===== src/hw/rtl/lipr_pkg.sv =====
// Shared types and constants for the linear interpolation pitch resampler.
package lipr_pkg;

   localparam int QUEUE_DEPTH = 64;
   localparam int PtrWidth    = $clog2(QUEUE_DEPTH);
   localparam int FillWidth   = $clog2(QUEUE_DEPTH + 1);

   localparam int SampleWidth   = 16;
   localparam int ConsumedWidth = 5;
   localparam int MaxPops       = 16;

   localparam logic [31:0] PitchOneBits = 32'h3F80_0000;
   localparam logic [31:0] PitchMinBits = 32'h3C23_D70A;
   localparam logic [31:0] PitchMaxBits = 32'h4180_0000;

   localparam logic [7:0] ExpAllOnes = 8'hFF;
   localparam logic [7:0] ExpShiftBase = 8'd118;

   localparam int WeightWidth = 23;
   localparam int StepWidth   = 38;

   typedef struct packed {
      logic                      action;
      logic signed [SampleWidth-1:0] in_left;
      logic signed [SampleWidth-1:0] in_right;
   } req_payload_type;

   typedef struct packed {
      logic signed [SampleWidth-1:0] out_left;
      logic signed [SampleWidth-1:0] out_right;
      logic [ConsumedWidth-1:0]      consumed;
   } rsp_payload_type;

   localparam logic ActionTick = 1'b0;
   localparam logic ActionPush = 1'b1;

endpackage


===== src/hw/rtl/linear_interp_pitch_resampler_core.sv =====
// Stereo pitch resampler: frame queue, Q32 phase stepping and linear blend.
// A push transaction leaves the core in idle, so it is ready again in the next cycle.
// A tick runs STEP, then POP and LOAD per popped frame (POP alone per underrun pop),
// MULL, MULR and FIN, which waits for a free output; the pop loop goes through the single read port of the frame queue.
// The blend shares one 24 x 17 multiplier between the two channels.
// Synchronous reset clears control, phase and samples; queue contents stay undefined.
module linear_interp_pitch_resampler_core
   import lipr_pkg::*;
(
   input  logic            clock,
   input  logic            reset,
   input  logic            req_valid,
   output logic            req_ready,
   input  req_payload_type req_payload,
   output logic            rsp_valid,
   input  logic            rsp_ready,
   output rsp_payload_type rsp_payload,
   input  logic            csr_valid,
   output logic            csr_ready,
   input  logic [31:0]     csr_data
);

   localparam logic [2:0] ST_IDLE  = 3'd0;
   localparam logic [2:0] ST_STEP  = 3'd1;
   localparam logic [2:0] ST_POP   = 3'd2;
   localparam logic [2:0] ST_LOAD  = 3'd3;
   localparam logic [2:0] ST_MULL  = 3'd4;
   localparam logic [2:0] ST_MULR  = 3'd5;
   localparam logic [2:0] ST_FIN   = 3'd6;

   logic [2:0]  state_ff, state_in;
   logic [31:0] pitch_ff, pitch_in;
   logic [31:0] phase_ff, phase_in;
   logic signed [SampleWidth-1:0] prev_l_ff, prev_l_in, prev_r_ff, prev_r_in;
   logic signed [SampleWidth-1:0] cur_l_ff, cur_l_in, cur_r_ff, cur_r_in;
   logic [PtrWidth-1:0]  rd_ptr_ff, rd_ptr_in, wr_ptr_ff, wr_ptr_in;
   logic [FillWidth-1:0] fill_ff, fill_in;
   logic [ConsumedWidth-1:0] pops_ff, pops_in, consumed_ff, consumed_in;
   logic signed [40:0] prod_ff, prod_in;
   logic signed [SampleWidth-1:0] left_ff, left_in;
   logic            rsp_valid_ff, rsp_valid_in;
   rsp_payload_type rsp_ff, rsp_in;

   logic [31:0] queue_mem [QUEUE_DEPTH];
   logic [31:0] rd_data_ff;

   logic        push_acc;
   logic [31:0] clamped;
   logic [7:0]  shift_full;
   logic [3:0]  shamt;
   logic [StepWidth-1:0] step;
   logic [StepWidth-1:0] acc;
   logic signed [SampleWidth-1:0] mul_base, mul_target;
   logic signed [23:0] mul_a;
   logic signed [16:0] mul_b;
   logic signed [41:0] num;
   logic signed [41:0] num_adj;
   logic signed [SampleWidth-1:0] blend;
   logic        out_free;

   assign req_ready = (state_ff == ST_IDLE);
   assign csr_ready = 1'b1;
   assign rsp_valid = rsp_valid_ff;
   assign rsp_payload = rsp_ff;
   assign push_acc = req_valid && req_ready && (req_payload.action == ActionPush);
   assign out_free = !rsp_valid_ff || rsp_ready;

   always_comb begin
      if (pitch_ff[30:23] == ExpAllOnes) begin
         clamped = PitchOneBits;
      end else if (pitch_ff[31] || (pitch_ff < PitchMinBits)) begin
         clamped = PitchMinBits;
      end else if (pitch_ff > PitchMaxBits) begin
         clamped = PitchMaxBits;
      end else begin
         clamped = pitch_ff;
      end
      shift_full = clamped[30:23] - ExpShiftBase;
      shamt = shift_full[3:0];
      step = {(StepWidth-24)'(0), 1'b1, clamped[22:0]} << shamt;
      acc = {6'd0, phase_ff} + step;
   end

   always_comb begin
      if (state_ff == ST_MULL) begin
         mul_base = prev_l_ff;
         mul_target = cur_l_ff;
      end else begin
         mul_base = prev_r_ff;
         mul_target = cur_r_ff;
      end
      mul_a = $signed({1'b0, phase_ff[31:9]});
      mul_b = $signed({mul_target[15], mul_target}) - $signed({mul_base[15], mul_base});
      prod_in = mul_a * mul_b;
      num = $signed({{3{prev_r_ff[15]}}, prev_r_ff, 23'd0}) + $signed({prod_ff[40], prod_ff});
      if (state_ff == ST_MULR) begin
         num = $signed({{3{prev_l_ff[15]}}, prev_l_ff, 23'd0}) + $signed({prod_ff[40], prod_ff});
      end
      num_adj = num + (num[41] ? 42'sd8388607 : 42'sd0);
      blend = num_adj[38:23];
   end

   always_comb begin
      state_in = state_ff;
      pitch_in = pitch_ff;
      phase_in = phase_ff;
      prev_l_in = prev_l_ff;
      prev_r_in = prev_r_ff;
      cur_l_in = cur_l_ff;
      cur_r_in = cur_r_ff;
      rd_ptr_in = rd_ptr_ff;
      wr_ptr_in = wr_ptr_ff;
      fill_in = fill_ff;
      pops_in = pops_ff;
      consumed_in = consumed_ff;
      left_in = left_ff;
      rsp_valid_in = rsp_valid_ff && !rsp_ready;
      rsp_in = rsp_ff;

      if (csr_valid && csr_ready) begin
         pitch_in = csr_data;
      end

      unique case (state_ff)
         ST_IDLE: begin
            if (req_valid) begin
               if (req_payload.action == ActionPush) begin
                  if (fill_ff < FillWidth'(QUEUE_DEPTH)) begin
                     wr_ptr_in = (wr_ptr_ff == PtrWidth'(QUEUE_DEPTH - 1)) ? '0 : wr_ptr_ff + 1'b1;
                     fill_in = fill_ff + 1'b1;
                  end
               end else begin
                  state_in = ST_STEP;
               end
            end
         end
         ST_STEP: begin
            phase_in = acc[31:0];
            pops_in = acc[36:32];
            consumed_in = '0;
            state_in = (acc[36:32] == '0) ? ST_MULL : ST_POP;
         end
         ST_POP: begin
            prev_l_in = cur_l_ff;
            prev_r_in = cur_r_ff;
            pops_in = pops_ff - 1'b1;
            if (fill_ff != '0) begin
               state_in = ST_LOAD;
            end else begin
               state_in = (pops_ff == ConsumedWidth'(1)) ? ST_MULL : ST_POP;
            end
         end
         ST_LOAD: begin
            cur_l_in = rd_data_ff[15:0];
            cur_r_in = rd_data_ff[31:16];
            rd_ptr_in = (rd_ptr_ff == PtrWidth'(QUEUE_DEPTH - 1)) ? '0 : rd_ptr_ff + 1'b1;
            fill_in = fill_ff - 1'b1;
            consumed_in = consumed_ff + 1'b1;
            state_in = (pops_ff == '0) ? ST_MULL : ST_POP;
         end
         ST_MULL: begin
            state_in = ST_MULR;
         end
         ST_MULR: begin
            left_in = blend;
            state_in = ST_FIN;
         end
         ST_FIN: begin
            if (out_free) begin
               rsp_in.out_left = left_ff;
               rsp_in.out_right = blend;
               rsp_in.consumed = consumed_ff;
               rsp_valid_in = 1'b1;
               state_in = ST_IDLE;
            end
         end
         default: begin
            state_in = ST_IDLE;
         end
      endcase
   end

   always_ff @(posedge clock) begin
      if (push_acc && (fill_ff < FillWidth'(QUEUE_DEPTH))) begin
         queue_mem[wr_ptr_ff] <= {req_payload.in_right, req_payload.in_left};
      end
      rd_data_ff <= queue_mem[rd_ptr_ff];
   end

   always_ff @(posedge clock) begin
      if (reset) begin
         state_ff <= ST_IDLE;
         pitch_ff <= PitchOneBits;
         phase_ff <= '0;
         prev_l_ff <= '0;
         prev_r_ff <= '0;
         cur_l_ff <= '0;
         cur_r_ff <= '0;
         rd_ptr_ff <= '0;
         wr_ptr_ff <= '0;
         fill_ff <= '0;
         pops_ff <= '0;
         consumed_ff <= '0;
         rsp_valid_ff <= 1'b0;
      end else begin
         state_ff <= state_in;
         pitch_ff <= pitch_in;
         phase_ff <= phase_in;
         prev_l_ff <= prev_l_in;
         prev_r_ff <= prev_r_in;
         cur_l_ff <= cur_l_in;
         cur_r_ff <= cur_r_in;
         rd_ptr_ff <= rd_ptr_in;
         wr_ptr_ff <= wr_ptr_in;
         fill_ff <= fill_in;
         pops_ff <= pops_in;
         consumed_ff <= consumed_in;
         rsp_valid_ff <= rsp_valid_in;
      end
   end

   always_ff @(posedge clock) begin
      prod_ff <= prod_in;
      left_ff <= left_in;
      rsp_ff <= rsp_in;
   end

   a_fill_bound: assert property (@(posedge clock) disable iff (reset)
      fill_ff <= FillWidth'(QUEUE_DEPTH))
      else $error("frame queue fill exceeds its depth");

   a_load_nonempty: assert property (@(posedge clock) disable iff (reset)
      (state_ff == ST_LOAD) |-> (fill_ff != '0))
      else $error("frame loaded from an empty queue");

   a_consumed_bound: assert property (@(posedge clock) disable iff (reset)
      consumed_ff <= ConsumedWidth'(MaxPops))
      else $error("more frames consumed than a tick can pop");

   a_fin_to_output: assert property (@(posedge clock) disable iff (reset)
      (state_ff == ST_FIN) && out_free |=> rsp_valid_ff && (state_ff == ST_IDLE))
      else $error("finished tick did not present its result");

endmodule


===== config.mk =====
export PLATFORM = sky130hd
export DESIGN_NAME = linear_interp_pitch_resampler_core
export DESIGN_NICKNAME = d
export VERILOG_FILES = /design/src/hw/rtl/lipr_pkg.sv /design/src/hw/rtl/linear_interp_pitch_resampler_core.sv
export SDC_FILE = /design/constraint.sdc
export NUM_CORES = 2
export LEC_CHECK = 0
export ABC_CLOCK_PERIOD_IN_PS = 16700
export BUFFER_PORTS_ARGS = -buffer_cell sky130_fd_sc_hd__buf_2
export CORE_ASPECT_RATIO = 1.75
export CORE_MARGIN = 2
export CORE_UTILIZATION = 68
export DETAILED_ROUTE_END_ITERATION = 8
export PLACE_DENSITY = 0.94
export SLEW_MARGIN = 15
export SYNTH_ARGS = -nofsm -noshare
export SYNTH_HDL_FRONTEND = slang
export SYNTH_SLANG_ARGS = --single-unit

===== constraint.sdc =====
create_clock -name clock -period 16.7 [get_ports clock]
set_clock_uncertainty 0.2 [all_clocks]
set_input_delay 1.67 -clock clock [delete_from_list [all_inputs] [get_ports clock]]
set_output_delay 1.67 -clock clock [all_outputs]
set_load 0.05 [all_outputs]

; ---- Word-level counts from Yosys, hierarchy flattened
; Memories as Yosys holds them, arrays and structs flattened. A register that Yosys moved wholly into a read port is not among the register bits.
; Index checks and enable logic that the tools add are counted.
[classes]
n_addsub = 12
multipliers = 1
n_lt_le_gt_ge = 3
n_eq_ne = 15
shifts = 1
mux = 27
n_reduce_logical = 19
[ops]
columns = operator, count
row1 = 39-bit by 41-bit adder with 42-bit output, 2
row2 = 27-bit 2-to-1 mux, 3
row3 = 42-bit 2-to-1 mux, 1
row4 = 24-bit by 17-bit multiplier with 41-bit output, 1
row5 = 39-bit by 24-bit adder with 39-bit output, 1
row6 = 32-bit by 37-bit adder with 37-bit output, 1
row7 = 24-bit by 4-bit << shifter with 37-bit output, 1
row8 = "32-bit by 31-bit greater-than comparator with 1-bit output, second input constant", 1
row9 = "32-bit by 30-bit less-than comparator with 1-bit output, second input constant", 1
row10 = 16-bit 2-to-1 mux, 2
row11 = 23-bit 2-to-1 mux, 1
row12 = 3-bit 2-to-1 mux, 7
row13 = 7-bit 2-to-1 mux, 3
row14 = 3-bit case mux with 7 select lines, 1
row15 = 5-bit case mux with 2 select lines, 2
row16 = 16-bit by 16-bit subtractor with 17-bit output, 1
row17 = 7-bit case mux with 2 select lines, 1
row18 = "6-bit by 1-bit adder with 6-bit output, second input constant", 2
row19 = "6-bit equality test, second input constant", 2
row20 = 6-bit 2-to-1 mux, 2
row21 = 5-bit logical NOT, 2
row22 = "3-bit equality test, second input constant", 3
row23 = "8-bit equality test, second input constant", 1
row24 = 4-bit AND reduction, 2
row25 = other kinds (20), 34
[totals]
ff_bits = 255
ramBits = 2048
inputBits = 70
wordCells = 97
mem_count = 1
[memory_table]
columns = name, depth, width, read_ports, rd_clocked_by_memory_dff, wr, line_no
row1 = queue_mem, 64, 32, 1, 1, 1, linear_interp_pitch_resampler_core.sv:44  ; logic [31:0] queue_mem [QUEUE_DEPTH];

; ---- Logic depth before layout (Yosys ltp)
[logic_depth]
ltp_word = 10
depth_mapped = 42

; ---- Worst setup path after synthesis
; No wires, ideal clock.
[synth_timing]
path_type = register to register
start = register state_ff[2]
end = register prod_ff[28]
setup_ps = 106
t_arrival_ps = 9971
t_required_ps = 16394
setup_slack_ps = 6423
stages_incl_launch_ff = 37
n_path_buf = 4
synth_period_minus_slack_ps = 10277
cell_sequence = dfxtp_1 > clkbuf_1 > nor3b_1 > clkbuf_1 > mux2_2 > ha_1 > fa_1 > nor2b_1 > o21ai_0 > a21boi_0 > o21ai_0 > a21boi_0 > o21ai_0 > a21oi_1 > o211ai_1 > a221oi_1 > clkbuf_1 > clkbuf_1 > nor3_1 > fa_1 > fa_1 > fa_1 > fa_1 > inv_1 > fa_1 > inv_1 > fa_1 > ha_1 > a21o_1 > a21o_1 > a2111oi_0 > o31ai_1 > o21a_1 > o21ai_0 > a21bo_2 > or4b_2 > o311ai_0
[synth_via]
elab_chain_cells = 4
word_cells_on_any_way = 5
cone_classes = add/sub: 1 / mul: 1 / eq/ne: 1 / mux: 2
[synth_rtl]
columns = element, line_no
row1 = "start, declared", linear_interp_pitch_resampler_core.sv:31  ; logic [2:0] state_ff, state_in;
row2 = "start signal, assigned", linear_interp_pitch_resampler_core.sv:206  ; state_ff <= state_in;
row3 = 3-bit equality test *, linear_interp_pitch_resampler_core.sv:85  ; if (state_ff == ST_MULL) begin
row4 = 16-bit 2-to-1 mux, linear_interp_pitch_resampler_core.sv:85
row5 = 16-bit by 16-bit subtractor with 17-bit output *, linear_interp_pitch_resampler_core.sv:93  ; mul_b = $signed({mul_target[15], mul_target}) - $signed({mul_base[15], mul_base});
row6 = 24-bit by 17-bit multiplier with 41-bit output *, linear_interp_pitch_resampler_core.sv:94  ; prod_in = mul_a * mul_b;
row7 = via prod_in[28], linear_interp_pitch_resampler_core.sv:39  ; logic signed [40:0] prod_ff, prod_in;
row8 = "end signal, assigned", linear_interp_pitch_resampler_core.sv:223  ; prod_ff <= prod_in;
row9 = "end, declared", linear_interp_pitch_resampler_core.sv:39
; Mark *: on every way through the listed nets, which the timed path passes. The rest lies on a longest branch.
; A chain may end at the register's enable or synchronous reset.

; ---- Worst setup path in the final report
; Same ends and word-level chain as after synthesis.

==> results.py <==
metrics = {
    "clock_network": {
        "cts_tree": "built",
        "hold_buffers": 0,
        "cts_max_level": 4,
        "cts_buffers": 194,
        "clk_pin_slew_worst_paths_ns": 0.07,
        "root_buffer": "clkbuf_16",
        "cts_num_sinks": 2335,
        "postCtsSetupBuffers": 0,
        "clkLatencyLatePin_ns": 0.88,
        "ctsResizeCount": 0,
        "clockBufferDepth": 4,
    },
    "global_routing": {
        "grt_max_degree": 151,
        "grt.overflow.total": 0,
        "grt_usage_pct": 42.0,
        "antenna_found_initial": 49,
        "grt_first_pass_wirelength_um": 479000,
        "grt_pass1_vias": 68500,
    },
    "critical_path": {
        "crit_path_frequent_cell": "fa_1",
        "crit_fanout": 32,
        "path_class": "reg -> reg",
        "rr_worst_depth": 35,
        "critPathRequiredTime_ns": 17.24,
        "worstSetupPathDepth": 35,
        "worst-path-buf-inv": 5,
        "worstPathArrival_ns": 12.42,
        "cp_slowest_stage_delay_ns": 0.57,
        "start_kind": "flop",
        "cp_slowest_cell": "or4b_2",
        "cpLargestDelayFamily": "adder cells",
        "end_kind": "flop",
        "startpoint": "state_ff[2]",
        "r2r_start": "state_ff[2]",
    },
    "logic_synthesis": {
        "syn_area_um2": 107000,
        "ys_types": 86,
        "synth_cells": 6438,
        "yosysSeqAreaShare_pct": 63.4,
        "synth_edf_count": 2101,
        "yosys_register_bits": 2335,
        "yosys_warnings": 0,
        "synth_top_flop_cell": "edfxtp_1",
        "async_flop_share_pct": 0,
        "synth_area_per_cell_um2": 16.6,
        "syn_nets": 7065,
    },
    "worst_hold_path": {
        "hold_start": "left_ff[2]",
        "hp-class": "reg -> reg",
        "whs_path_depth": 0,
    },
    "power_and_ir_drop": {
        "peakVddDrop_v": 0.0000992,
        "p_per_area_nw_per_um2": 107,
        "design_power_total_mw": 12.5,
        "leakage_nw": 39.7,
    },
    "timing": {
        "whs_ns": 0.218,
        "maxSlewViolCount": 0,
        "setup_viol": 0,
        "fin_crit_ns": 11.88,
        "period_share_pct": 71.1,
        "rsz0062_at_grt": "no",
        "tns_ns": 0,
        "maxSlewHeadroom_pct": 9.75,
        "hold_viol": 0,
        "clock.fmax_ghz": 0.0842,
        "worst_pin_slew_ns": 1.35,
    },
    "finish": {
        "layout_commonest_cell": "edfxtp_1",
        "area.growth.synth_to_final_pct": 9.40,
        "finalCoreUtilization_pct": 74.8,
        "nFillCells": 7658,
        "mostFrequentLayoutCells": "edfxtp_1 (2101), mux4_2 (675), nand2_1 (575)",
        "ff_latch_area_um2": 67800,
        "multi_input_area_um2": 36700,
        "drive_gt1_share_pct": 20.2,
        "fin_nets": 7163,
        "final_cells": 8753,
    },
    "placed_design": {
        "port_buffers": 108,
        "gpl.final_weighted_congestion": 0.964,
        "dp_hpwl_um": 180000,
        "placedCellCount": 8374,
    },
    "detailed_routing": {
        "routed-wl-met3_um": 42200,
        "detail_route.first_pass.iterations": 9,
        "vias": 66600,
        "drtAntennaViolNets": 0,
        "post_drt_wl_per_cell_um": 37.5,
        "highest-signal-layer": "met5",
        "drt-vias-per-instance": 7.61,
        "routed_wl_um": 328000,
        "detailedRoute.firstIterationViolations": 12200,
        "met2_wirelength_um": 156000,
        "drc_errors": 235,
        "wl_met1_um": 96400,
    },
    "floorplanning": {
        "fp.dieH_um": 529,
        "core_area_um2": 156000,
        "placementRows": 192,
        "fp.dieW_um": 304,
        "die-area_um2": 161000,
        "io_pins": 110,
        "floorplan.initialDensity_pct": 68.4,
    },
    "flow_run": {
        "max_cap_violations": 0,
    },
    "status": {
        "violations": "DRC",
        "outcome": "finished with violations",
    },
}
cell type report:
| class | instances | share of cell area [%] |
|---|---|---|
| clock buffers | 230 | 4.40 |
| inverters | 449 | 1.44 |
| flip-flops and latches | 2335 | 57.9 |
| clock inverters | 117 | 1.07 |
| multi-input cells | 3298 | 31.4 |
| well taps | 2037 | 2.18 |
| diodes | 29 | 0.0620 |
| repair buffers | 258 | 1.55 |
routing by layer:
metal	vias to the layer above	global-route usage (%)
li1	24700	-
met1	32500	47.1
met2	6978	65.8
met3	2391	14.1
met4	26	34.3
met5	-	0.725
power by group:
group | total [mW] | internal [mW] | switching [mW]
sequential | 6.51 | 6.42 | 0.0808
clock | 4.79 | 2.57 | 2.22
combinational | 1.18 | 0.386 | 0.795
sequential cells by signal, indices dropped and copies added, names as in the netlist:
register	flops
rsp_payload	37
cur_l_ff	16
rd_data_ff	32
phase_ff	32
left_ff	16
wr_ptr_ff	6
prod_ff	41
rsp_valid	1
state_ff	3
queue_mem	2048
fill_ff	7
prev_l_ff	16
prev_r_ff	16
pitch_ff	32
consumed_ff	5
pops_ff	5
rd_ptr_ff	6
cur_r_ff	16
cell families (layout without fill, tap and decap cells):
family	after synthesis	count (layout)	share of synthesized area (%)
xor+xnor	107	107	0.876
simple gates	1276	1276	5.49
other cells	1	30	0.00351
flops	2335	2335	63.4
fa+ha+maj	557	557	8.75
compound gates	579	579	3.47
buf+inv	805	1054	2.83
mux	778	778	15.2
final timing paths:
kind,slack (ns),endpoint
hold reg to reg,0.22,rsp_payload[23]
setup reg to reg,4.82,prod_ff[28]
setup / recovery,4.82,prod_ff[28]
hold / removal,0.22,rsp_payload[23]
per-stage QoR:
step | setup slack (ns) | area [µm²]
2_1_floorplan | 6.42 | 107000
3_3_place_gp | 6.18 | 110000
3_5_place_dp | 5.62 | 110000
4_1_cts | 5.27 | 117000
5_1_grt | 4.67 | 117000
6_report | 4.82 | 117000
Yosys cell counts, types with 94 or more instances:
| cell | count | area (µm²) |
|---|---|---|
| nand3_1 | 103 | 515 |
| and2_1 | 94 | 588 |
| edfxtp_1 | 2101 | 63100 |
| dfxtp_1 | 234 | 4680 |
| o21ai_0 | 94 | 470 |
| clkbuf_1 | 287 | 1080 |
| nand2_1 | 575 | 2160 |
| mux4_2 | 675 | 15200 |
| inv_1 | 445 | 1670 |
| nor2_1 | 222 | 833 |
| a21oi_1 | 211 | 1060 |
| ha_1 | 239 | 2990 |
| fa_1 | 318 | 6370 |
Power figures use the tool's default switching activity.
